--- config.mk ---
export PLATFORM = sky130hd
export DESIGN_NAME = multi_axis_dda_step_generator
export DESIGN_NICKNAME = d
export VERILOG_FILES = /design/src/hdl/mad_pkg.sv /design/src/hdl/mad_axis.sv /design/src/hdl/multi_axis_dda_step_generator.sv
export VERILOG_INCLUDE_DIRS = /design/src /design/src/hdl
export SDC_FILE = /design/constraint.sdc
export NUM_CORES = 2
export LEC_CHECK = 0
export BUFFER_PORTS_ARGS = -buffer_cell sky130_fd_sc_hd__buf_2
export CORE_ASPECT_RATIO = 1.25
export CORE_MARGIN = 2
export CORE_UTILIZATION = 50
export CTS_CLUSTER_SIZE = 12
export DETAILED_ROUTE_END_ITERATION = 12
export HOLD_SLACK_MARGIN = 0.08
export PLACE_DENSITY = 0.69
export SLEW_MARGIN = 5
export SYNTH_ARGS = -nofsm -noshare
export SYNTH_HDL_FRONTEND = slang
export SYNTH_SLANG_ARGS = --single-unit
--- constraint.sdc ---
create_clock -name clk_i -period 14.5 [get_ports clk_i]
set_input_delay 1.45 -clock clk_i [delete_from_list [all_inputs] [get_ports clk_i]]
set_output_delay 1.45 -clock clk_i [all_outputs]
set_load 0.02 [all_outputs]
--- src/hdl/multi_axis_dda_step_generator_assert.svh ---
// Assertion macros for the multi-axis DDA step generator.
// No dependencies; included by the top level, the only module that carries assertions.
`ifndef MULTI_AXIS_DDA_STEP_GENERATOR_ASSERT_SVH
`define MULTI_AXIS_DDA_STEP_GENERATOR_ASSERT_SVH

`ifndef SYNTHESIS
// Checked on the rising clock edge, off while reset is asserted.
`define MAD_ASSERT(lbl, clk, rst_n, prop, msg) \
  lbl: assert property (@(posedge clk) disable iff (!rst_n) prop) else $error(msg);
// Checked on every rising clock edge, reset included.
`define MAD_ASSERT_ALWAYS(lbl, clk, prop, msg) \
  lbl: assert property (@(posedge clk) prop) else $error(msg);
`else
`define MAD_ASSERT(lbl, clk, rst_n, prop, msg)
`define MAD_ASSERT_ALWAYS(lbl, clk, prop, msg)
`endif

`endif

--- src/hdl/mad_pkg.sv ---
// Shared types and constants for the multi-axis DDA step generator.
// No dependencies; imported by mad_axis and the top level.
package mad_pkg;

  // Defaults for the top-level parameters
  localparam int unsigned AXES_DEF       = 4;
  localparam int unsigned COUNT_BITS_DEF = 32;

  // Fixed field widths of the stream payloads
  localparam int unsigned AXES_MAX    = 4;
  localparam int unsigned FIELD_W     = 32;
  localparam int unsigned MASK_W      = 4;
  localparam int unsigned TICK_W      = 32;

  // Input tdata layout: four axis deltas, move length, direction mask
  localparam int unsigned LEN_LSB     = AXES_MAX * FIELD_W;
  localparam int unsigned DIR_LSB     = LEN_LSB + FIELD_W;
  localparam int unsigned IN_BITS     = DIR_LSB + MASK_W;
  localparam int unsigned IN_TDATA_W  = ((IN_BITS + 7) / 8) * 8;

  // Output tdata layout: step mask, directions, busy, tick index
  localparam int unsigned STEP_LSB    = 0;
  localparam int unsigned DOUT_LSB    = STEP_LSB + MASK_W;
  localparam int unsigned BUSY_BIT    = DOUT_LSB + MASK_W;
  localparam int unsigned TICK_LSB    = BUSY_BIT + 1;
  localparam int unsigned OUT_BITS    = TICK_LSB + TICK_W;
  localparam int unsigned OUT_TDATA_W = ((OUT_BITS + 7) / 8) * 8;

  // Item kinds carried on s_axis_tuser
  typedef enum logic {
    MAD_OP_TICK  = 1'b0,
    MAD_OP_START = 1'b1
  } mad_op_e;

  // Control from the sequencer to one axis
  typedef struct packed {
    logic load;   // start of a new move
    logic tick;   // step interval while the move is live
  } mad_axis_ctrl_t;

  // Status from one axis back to the sequencer
  typedef struct packed {
    logic step;     // step pulse on this tick
    logic pending;  // steps still left after this item
  } mad_axis_stat_t;

endpackage

--- src/hdl/mad_axis.sv ---
// One DDA axis: accumulator, remaining step count and step decision.
// Depends on mad_pkg.
module mad_axis
  import mad_pkg::*;
#(
  parameter int unsigned COUNT_BITS = COUNT_BITS_DEF
) (
  input  logic                  clk_i,
  input  logic                  rst_ni,
  input  mad_axis_ctrl_t        ctrl_i,
  input  logic [COUNT_BITS-1:0] delta_i,
  input  logic [COUNT_BITS-1:0] len_i,
  output mad_axis_stat_t        stat_o
);

  localparam int unsigned ACC_W = COUNT_BITS + 2;

  logic [ACC_W-1:0]      acc_q, acc_d;
  logic [ACC_W-1:0]      back_q, back_d;  // move length minus delta
  logic [COUNT_BITS-1:0] dlt_q, dlt_d;
  logic [COUNT_BITS-1:0] rem_q, rem_d;

  logic [ACC_W-1:0] acc_sub;
  logic [ACC_W-1:0] acc_wrap;
  logic             acc_neg;
  logic             rem_nz;

  // Both outcomes in parallel: acc - delta and acc - delta + length
  assign acc_sub  = acc_q - {2'b00, dlt_q};
  assign acc_wrap = acc_q + back_q;
  assign acc_neg  = acc_sub[ACC_W-1];
  assign rem_nz   = (rem_q != '0);

  // Next state
  always_comb begin
    acc_d  = acc_q;
    back_d = back_q;
    dlt_d  = dlt_q;
    rem_d  = rem_q;
    if (ctrl_i.load) begin
      acc_d  = '0 - {3'b000, len_i[COUNT_BITS-1:1]};
      back_d = {2'b00, len_i} - {2'b00, delta_i};
      dlt_d  = delta_i;
      rem_d  = delta_i;
    end else if (ctrl_i.tick && rem_nz) begin
      if (acc_neg) begin
        acc_d = acc_wrap;
        rem_d = rem_q - 1'b1;
      end else begin
        acc_d = acc_sub;
      end
    end
  end

  assign stat_o.step    = ctrl_i.tick && rem_nz && acc_neg;
  assign stat_o.pending = (rem_d != '0);

  always_ff @(posedge clk_i or negedge rst_ni) begin
    if (!rst_ni) begin
      acc_q  <= '0;
      back_q <= '0;
      dlt_q  <= '0;
      rem_q  <= '0;
    end else begin
      acc_q  <= acc_d;
      back_q <= back_d;
      dlt_q  <= dlt_d;
      rem_q  <= rem_d;
    end
  end

endmodule

--- src/hdl/multi_axis_dda_step_generator.sv ---
// The result is registered: it enters the output register after its input has passed the input register.
// Throughput: one item per cycle unless stalled; each axis does one parallel add/compare per tick.
// Input register -> per-axis update -> result register; backpressure stalls the input side.
// Reset (rst_ni low, asynchronous): move idle, all counters and accumulators zero.
// Depends on mad_pkg, mad_axis and the assertion macro header.
`include "multi_axis_dda_step_generator_assert.svh"

module multi_axis_dda_step_generator
  import mad_pkg::*;
#(
  parameter int unsigned AXES       = AXES_DEF,
  parameter int unsigned COUNT_BITS = COUNT_BITS_DEF
) (
  input  logic                   clk_i,
  input  logic                   rst_ni,
  // tdata: axis0_delta, axis1_delta, axis2_delta, axis3_delta, total_count, dir_in
  input  logic [IN_TDATA_W-1:0]  s_axis_tdata_i,
  input  logic                   s_axis_tuser_i,   // opcode
  input  logic                   s_axis_tvalid_i,
  output logic                   s_axis_tready_o,
  // tdata: step_mask, dir_out, busy_res, tick_index
  output logic [OUT_TDATA_W-1:0] m_axis_tdata_o,
  output logic                   m_axis_tlast_o,   // finished
  output logic                   m_axis_tvalid_o,
  input  logic                   m_axis_tready_i
);

  // Input register
  logic                  in_valid_q, in_valid_d;
  mad_op_e               in_op_q;
  logic [COUNT_BITS-1:0] in_dlt_q [AXES];
  logic [COUNT_BITS-1:0] in_len_q;
  logic [AXES-1:0]       in_dir_q;

  // Move state
  logic              live_q, live_d;
  logic [AXES-1:0]   dir_q, dir_d;
  logic [TICK_W-1:0] tick_q, tick_d;

  // Result register
  logic              out_valid_q, out_valid_d;
  logic [MASK_W-1:0] out_step_q, out_step_d;
  logic [MASK_W-1:0] out_dir_q, out_dir_d;
  logic              out_busy_q, out_busy_d;
  logic              out_fin_q, out_fin_d;
  logic [TICK_W-1:0] out_tick_q, out_tick_d;

  logic           s_xfer;
  logic           adv;
  mad_axis_ctrl_t axis_ctrl;
  mad_axis_stat_t axis_stat [AXES];
  logic [AXES-1:0] step_vec;
  logic [AXES-1:0] pend_vec;

  // Handshake: the input register moves on when the result register is free
  assign adv             = in_valid_q && (!out_valid_q || m_axis_tready_i);
  assign s_axis_tready_o = !in_valid_q || adv;
  assign s_xfer          = s_axis_tvalid_i && s_axis_tready_o;

  always_comb begin
    in_valid_d = in_valid_q;
    if (s_xfer) begin
      in_valid_d = 1'b1;
    end else if (adv) begin
      in_valid_d = 1'b0;
    end
  end

  // Input payload capture
  always_ff @(posedge clk_i) begin
    if (s_xfer) begin
      in_op_q  <= mad_op_e'(s_axis_tuser_i);
      for (int a = 0; a < AXES; a++) begin
        in_dlt_q[a] <= s_axis_tdata_i[a*FIELD_W +: COUNT_BITS];
      end
      in_len_q <= s_axis_tdata_i[LEN_LSB +: COUNT_BITS];
      in_dir_q <= s_axis_tdata_i[DIR_LSB +: AXES];
    end
  end

  // Axis control
  assign axis_ctrl.load = adv && (in_op_q == MAD_OP_START);
  assign axis_ctrl.tick = adv && (in_op_q == MAD_OP_TICK) && live_q;

  // Axis datapaths
  for (genvar g = 0; g < AXES; g++) begin : g_axis
    mad_axis #(
      .COUNT_BITS (COUNT_BITS)
    ) u_axis (
      .clk_i   (clk_i),
      .rst_ni  (rst_ni),
      .ctrl_i  (axis_ctrl),
      .delta_i (in_dlt_q[g]),
      .len_i   (in_len_q),
      .stat_o  (axis_stat[g])
    );
    assign step_vec[g] = axis_stat[g].step;
    assign pend_vec[g] = axis_stat[g].pending;
  end

  // Move sequencing and result
  always_comb begin
    live_d     = live_q;
    dir_d      = dir_q;
    tick_d     = tick_q;
    out_step_d = '0;
    out_dir_d  = MASK_W'(dir_q);
    out_busy_d = live_q;
    out_fin_d  = 1'b0;
    out_tick_d = tick_q;
    if (axis_ctrl.load) begin
      live_d     = 1'b1;
      dir_d      = in_dir_q;
      tick_d     = '0;
      out_dir_d  = MASK_W'(in_dir_q);
      out_busy_d = 1'b1;
      out_tick_d = '0;
    end else if (axis_ctrl.tick) begin
      tick_d     = tick_q + 1'b1;
      live_d     = |pend_vec;
      out_step_d = MASK_W'(step_vec);
      out_busy_d = |pend_vec;
      out_fin_d  = ~|pend_vec;
      out_tick_d = tick_q + 1'b1;
    end
  end

  // Result register valid
  always_comb begin
    out_valid_d = out_valid_q;
    if (adv) begin
      out_valid_d = 1'b1;
    end else if (m_axis_tready_i) begin
      out_valid_d = 1'b0;
    end
  end

  always_ff @(posedge clk_i or negedge rst_ni) begin
    if (!rst_ni) begin
      in_valid_q  <= 1'b0;
      live_q      <= 1'b0;
      dir_q       <= '0;
      tick_q      <= '0;
      out_valid_q <= 1'b0;
    end else begin
      in_valid_q  <= in_valid_d;
      live_q      <= live_d;
      dir_q       <= dir_d;
      tick_q      <= tick_d;
      out_valid_q <= out_valid_d;
    end
  end

  // Result payload
  always_ff @(posedge clk_i) begin
    if (adv) begin
      out_step_q <= out_step_d;
      out_dir_q  <= out_dir_d;
      out_busy_q <= out_busy_d;
      out_fin_q  <= out_fin_d;
      out_tick_q <= out_tick_d;
    end
  end

  assign m_axis_tvalid_o = out_valid_q;
  assign m_axis_tlast_o  = out_fin_q;
  assign m_axis_tdata_o  = OUT_TDATA_W'({out_tick_q, out_busy_q, out_dir_q, out_step_q});

  // Checks
  `MAD_ASSERT_ALWAYS(a_rst_idle, clk_i, !rst_ni |=> (!m_axis_tvalid_o && !live_q), "not idle in reset")
  `MAD_ASSERT(a_stall_hold, clk_i, rst_ni, (out_valid_q && !m_axis_tready_i) |-> !adv, "result overwritten while stalled")
  `MAD_ASSERT(a_fin_ends, clk_i, rst_ni, (adv && out_fin_d) |=> (!live_q && m_axis_tlast_o), "finished move still live")
  `MAD_ASSERT(a_start_clr, clk_i, rst_ni, axis_ctrl.load |=> (live_q && tick_q == '0), "start did not clear tick count")
  `MAD_ASSERT(a_step_live, clk_i, rst_ni, (out_valid_q && out_step_q != '0) |-> (out_busy_q || out_fin_q), "step outside a move")

endmodule

# Yosys cells after proc, flatten, opt, wreduce, memory -nomap -nowiden
# Memories as Yosys holds them, arrays and structs flattened.
# Cells that the tools add are included.
# word_totals
ram_bits	128
inputBits	173
reg_bits	646
wordCells	119
romBits	0
memories	1
output_inout_bits	51
latchBits	0
# op_classes
eq_ne	0
n_mux	35
div_mod_pow	0
bitwise	2
mul	0
shift	0
n_addsub	18
order_cmp	0
n_reduce_logical	34
# memory_table
memory	words	word_bits	read_ports	rd_clocked_by_memory_dff	wr	line_no	text
in_dlt_q	4	32	4	0	4	multi_axis_dda_step_generator.sv:31	logic [COUNT_BITS-1:0] in_dlt_q [AXES];
# op_table
op	n
$mux W32	14
$mux W34	12
$reduce_bool A32 Y1	8
$add A34 B34 Y34	4
$sub A34 B32 Y34	4
$sub A32 B32 Y33	4
$sub A32 B1 Y32 const B	4
$add A32 B1 Y32 const B	1
$sub A1 B31 Y32 const A	1
$logic_and A1 B1 Y1	13
$reduce_bool A2 Y1	6
$mux W1	8
$mux W4	1
$reduce_or A4 Y1	1
$logic_not A1 Y1	3
$logic_or A1 B1 Y1	2
$not A1 Y1	2
$reduce_or A2 Y1	1

# Depth between registers and ports, before layout
# logic_depth
ltp_word	12
mapped_depth	21
ltp_nobuf	18

# Cells and area by module
# From an unflattened synthesis, not the netlist that was laid out.
# hier_totals
cells_unflattened	6026
area_unflattened_um2	54220.8
# modules_own_cells
mod	area_per_inst_um2	cells_each	instances	seq_area_each_um2
mad_axis at g_axis[0].u_axis ...	11379.7	1385	2	3278.1
mad_axis at g_axis[2].u_axis	11797.6	1452	1	3278.1
mad_axis at g_axis[3].u_axis	11423.5	1380	1	3278.1
multi_axis_dda_step_generator	8240.4	424	1	7191.9

# Least setup slack after synthesis
# Ideal clock, no wire load.
# synth_path
path_type	input-to-reg
start	input port m_axis_tready_i
end	register in_dir_q[0], enable pin
arrival_ps	5521
setup_ps	544
path_buffers	0
required_time_ps	13956
setup_slack_ps	8435
stages	2
path_cell_list	nand3b_1 > and2_1
# synth_via
elab_chain_len	4
# synth_lines
item	line_no	text
start, declared	multi_axis_dda_step_generator.sv:25	input logic m_axis_tready_i
$logic_or A1 B1 Y1	multi_axis_dda_step_generator.sv:56	assign adv = in_valid_q && (!out_valid_q || m_axis_tready_i);
$logic_and A1 B1 Y1	multi_axis_dda_step_generator.sv:56	
$logic_or A1 B1 Y1	multi_axis_dda_step_generator.sv:57	assign s_axis_tready_o = !in_valid_q || adv;
$logic_and A1 B1 Y1	multi_axis_dda_step_generator.sv:58	assign s_xfer = s_axis_tvalid_i && s_axis_tready_o;
end signal, assigned	multi_axis_dda_step_generator.sv:77	in_dir_q <= s_axis_tdata_i[DIR_LSB +: AXES];
end, declared	multi_axis_dda_step_generator.sv:33	logic [AXES-1:0] in_dir_q;
# Every way passes these cells.
# A chain may end at the register's enable or synchronous reset.

# Worst setup path after layout
# layout_path
start	input port m_axis_tready_i
end	register out_busy_q, data pin
# layout_via
elab_chain_len	11
elab_cells_between_ends	24
cone_classes	mux (10); reduce/logical (14)
# layout_lines
item	line_no	text
$logic_or A1 B1 Y1 (*)	multi_axis_dda_step_generator.sv:56	
$logic_and A1 B1 Y1 (*)	multi_axis_dda_step_generator.sv:56	
$logic_and A1 B1 Y1 (2 in series)	multi_axis_dda_step_generator.sv:83	assign axis_ctrl.tick = adv && (in_op_q == MAD_OP_TICK) && live_q;
$logic_and A1 B1 Y1	mad_axis.sv:45	end else if (ctrl_i.tick && rem_nz) begin
$mux W32	mad_axis.sv:45	
$mux W32 (*)	mad_axis.sv:40	if (ctrl_i.load) begin
named net g_axis[3].u_axis.rem_d[4]	mad_axis.sv:21	logic [COUNT_BITS-1:0] rem_q, rem_d;
$reduce_bool A32 Y1 (*)	mad_axis.sv:56	assign stat_o.pending = (rem_d != '0);
$reduce_or A4 Y1 (*)	n/a	
$mux W1 (*) (2 in series)	n/a	
named net live_d	multi_axis_dda_step_generator.sv:36	logic live_q, live_d;
end signal, assigned	multi_axis_dda_step_generator.sv:159	out_busy_q <= out_busy_d;
end, declared	multi_axis_dda_step_generator.sv:44	logic out_busy_q, out_busy_d;
# Mark *: on every way through the listed nets, which the timed path passes. The rest lies on a longest branch.

==> impl_metrics.toml <==
[outcome]
outcome = "finished, final reports clean"

[routing]
drt-vias-per-instance = 6.040
routedWlPerCell_um = 22.95
drt_iter0_markers = 3859
drc = 0
routed_wirelength_um = 164400
drtPass1Iterations = 6
via_count = 43250
drtAntennaViolNets = 0

[logic_synthesis]
synthTopCellsByCount = "nand2_1, o21ai_0, dfrtp_1"
synth-edff-count = 207
synth_seq_cells = 770
async_reset_ff_share_pct = 73.12
syn_inst = 5567
synth_area_leader_cell = "dfrtp_1"
synthesis.area_mm2 = 0.05025
synth-seq-area-share_pct = 40.41
ys_top_cells_by_area = "dfrtp_1, edfxtp_1, ha_1"
yosysUniqueCellTypes = 98
synth.top_cell.area_share_pct = 28.04
yosysMostFrequentCell = "nand2_1"
synthFlopType = "dfrtp_1"
synth.avg_cell_area_um2 = 9.027
yosysWarnings = 0

[power]
power.total_w = 0.01181
cellPowerDensity_mw_per_mm2 = 212.1
irDropWorstVdd_v = 0.0001498
p_leak_nw = 24.60

[job]
maxCapViolCount = 0

[timing]
period_minus_slack_ns = 7.195
max_slew_margin_pct = 18.45
finalHoldViolCount = 0
fmax_mhz = 139.0
setup_tns_ns = 0
worst_clock_skew_ns = 0.03046
fin_crit_sh_pct = 49.62
rsz0062_at_grt = "false"
setup_violations = 0
slew_viol_final = 0
tightest_slew_ns = 1.219

[final_layout]
final_nets = 6343
regArea_mm2 = 0.02030
drive_gt1_share_pct = 8.692
syn_to_final_growth_pct = 10.77
stdcell_count = 7161
design_area_mm2 = 0.05566
multiInputGateArea_mm2 = 0.02801
fillers = 8942

[die]
die_w_um = 287.6
coreArea_mm2 = 0.1000
start_util_pct = 50.23
dieArea_mm2 = 0.1031
die_h_um = 358.4
row_count = 130
ios = 224

[place]
io_buffers = 212
placed_area_mm2 = 0.05285
dpl.cell_count = 6991
gp_congestion = 0.9614
hpwl_um = 120700

[global_routing]
overflow = 0
grt_pass1_wl_um = 245900
grt_max_degree = 141
antenna_found_initial = 10
track_usage_pct = 31.54
first_global_vias = 41410

[worst_hold_path]
worstHoldStart = "g_axis[2].u_axis.back_q[7]"
hp-class = "reg -> reg"
min_path_cells = 2

[setup_path]
r2r_start = "g_axis[3].u_axis.dlt_q[1]"
arrival_ns = 7.58
crit_start = "m_axis_tready_i"
crit_path_end_kind = "flop"
path_max_fanout = 19
cp_data_required_time_ns = 14.89
r2r_cells = 18
criticalPathCategory = "in -> reg"
r2r_setup_slack_ns = 7.37
crit_path_start_kind = "primary input"

[clock_tree]
htree_levels = 3
clkLatencyLatePin_ns = 0.68
post-cts-setup-buffers = 0
clk_pin_slew_ns = 0.06
cts_buffers = 87
root_buffer = "clkbuf_16"
ctsResizeCount = 0
cts_tree = "built"
postCtsHoldBufs = 0
clk_path_buf_depth = 3
cts.sinks = 770
power by group:
group	switching [W]	total, W	leakage, nW	internal [W]
registers	0.000456	0.00321	8.86	0.00275
clock network	0.000959	0.00222	1.37	0.00126
logic	0.00377	0.00639	14.4	0.00262
total	0.00518	0.0118	24.6	0.00663
worst max-delay path: stages:
cell	delay, ns
buf_2	0.08
nand2b_1	0.18
nand3_1	0.17
nor2_1	0.47
buf_4	0.31
o21a_1	0.80
nand2_4	0.15
a2111oi_0	0.64
xnor2_1	0.22
o21ai_0	0.14
nor3_1	0.59
nand4_1	0.44
nor4_2	0.69
o2111ai_1	0.32
nor4b_2	0.77
nor2_1	0.13
metrics by stage:
step | worst slack, ns | hold slack (ns) | util, %
final | 7.305 | 0.4728 | 55.64
after global routing | 7.204 | 0.4950 | 55.62
after CTS | 7.518 | 0.4760 | 55.62
after detailed placement | 6.873 | 0.4615 | 52.83
after global placement | 6.918 | 0.4492 | 52.83
after floorplan | 8.435 | 0.4303 | -
per-layer routing:
layer	global-route usage, %	up-vias	part of all wire, %
met4	22.23	8	8.0
met1	39.32	20630	39
met3	6.402	463	8.1
met2	49.05	1721	44
met5	0	-	0.026
li1	-	20430	-
path summary, 6_finish.rpt:
path,end
min in group asynchronous,g_axis[2].u_axis.dlt_q[2]
hold reg to reg,g_axis[2].u_axis.back_q[7]
hold / removal,g_axis[2].u_axis.back_q[7]
setup reg to reg,out_busy_q
max in group asynchronous,g_axis[1].u_axis.acc_q[8]
setup / recovery,out_busy_q
cells by family (layout without fill, tap and decap cells):
group,Yosys count,in the layout,share of synthesized area (%)
compound gates,1596,1596,19.60
flops,770,770,40.41
other cells,1,15,0.007463
fa+ha+maj,410,410,10.39
xor+xnor,445,445,7.756
simple gates,1788,1788,17.23
mux,26,26,0.5552
buf+inv,531,791,4.066
registers in the layout, indices dropped and copies added (netlist names), 32 cells and up:
name	count
g_axis.u_axis.acc_q	136
g_axis.u_axis.back_q	132
g_axis.u_axis.dlt_q	128
g_axis.u_axis.rem_q	128
in_dlt_q	128
in_len_q	32
out_tick_q	32
tick_q	32
cells in the final DEF, fill, tap and decap left out, types with 88 or more instances in the layout:
master,netlist,routed
nand2_1,587,585
o21ai_0,575,573
dfrtp_1,563,563
ha_1,398,398
nor2_1,396,396
inv_1,352,352
a21oi_1,339,339
xor2_1,226,224
xnor2_1,219,217
buf_2,7,211
edfxtp_1,207,207
nor3_1,160,159
nand3_1,130,130
a21o_1,127,127
a31oi_1,90,90
clkbuf_16,0,88
final cells by class:
type                    instances  area share (%)
inverters                     353           2.380
clock buffers                 115           4.228
diodes                          8         0.03597
well taps                    1320           2.967
multi-input cells            4272           50.31
flip-flops and latches        770           36.48
clock inverters                47          0.7867
repair buffers                276           2.810
Power figures use the tool's default switching activity.
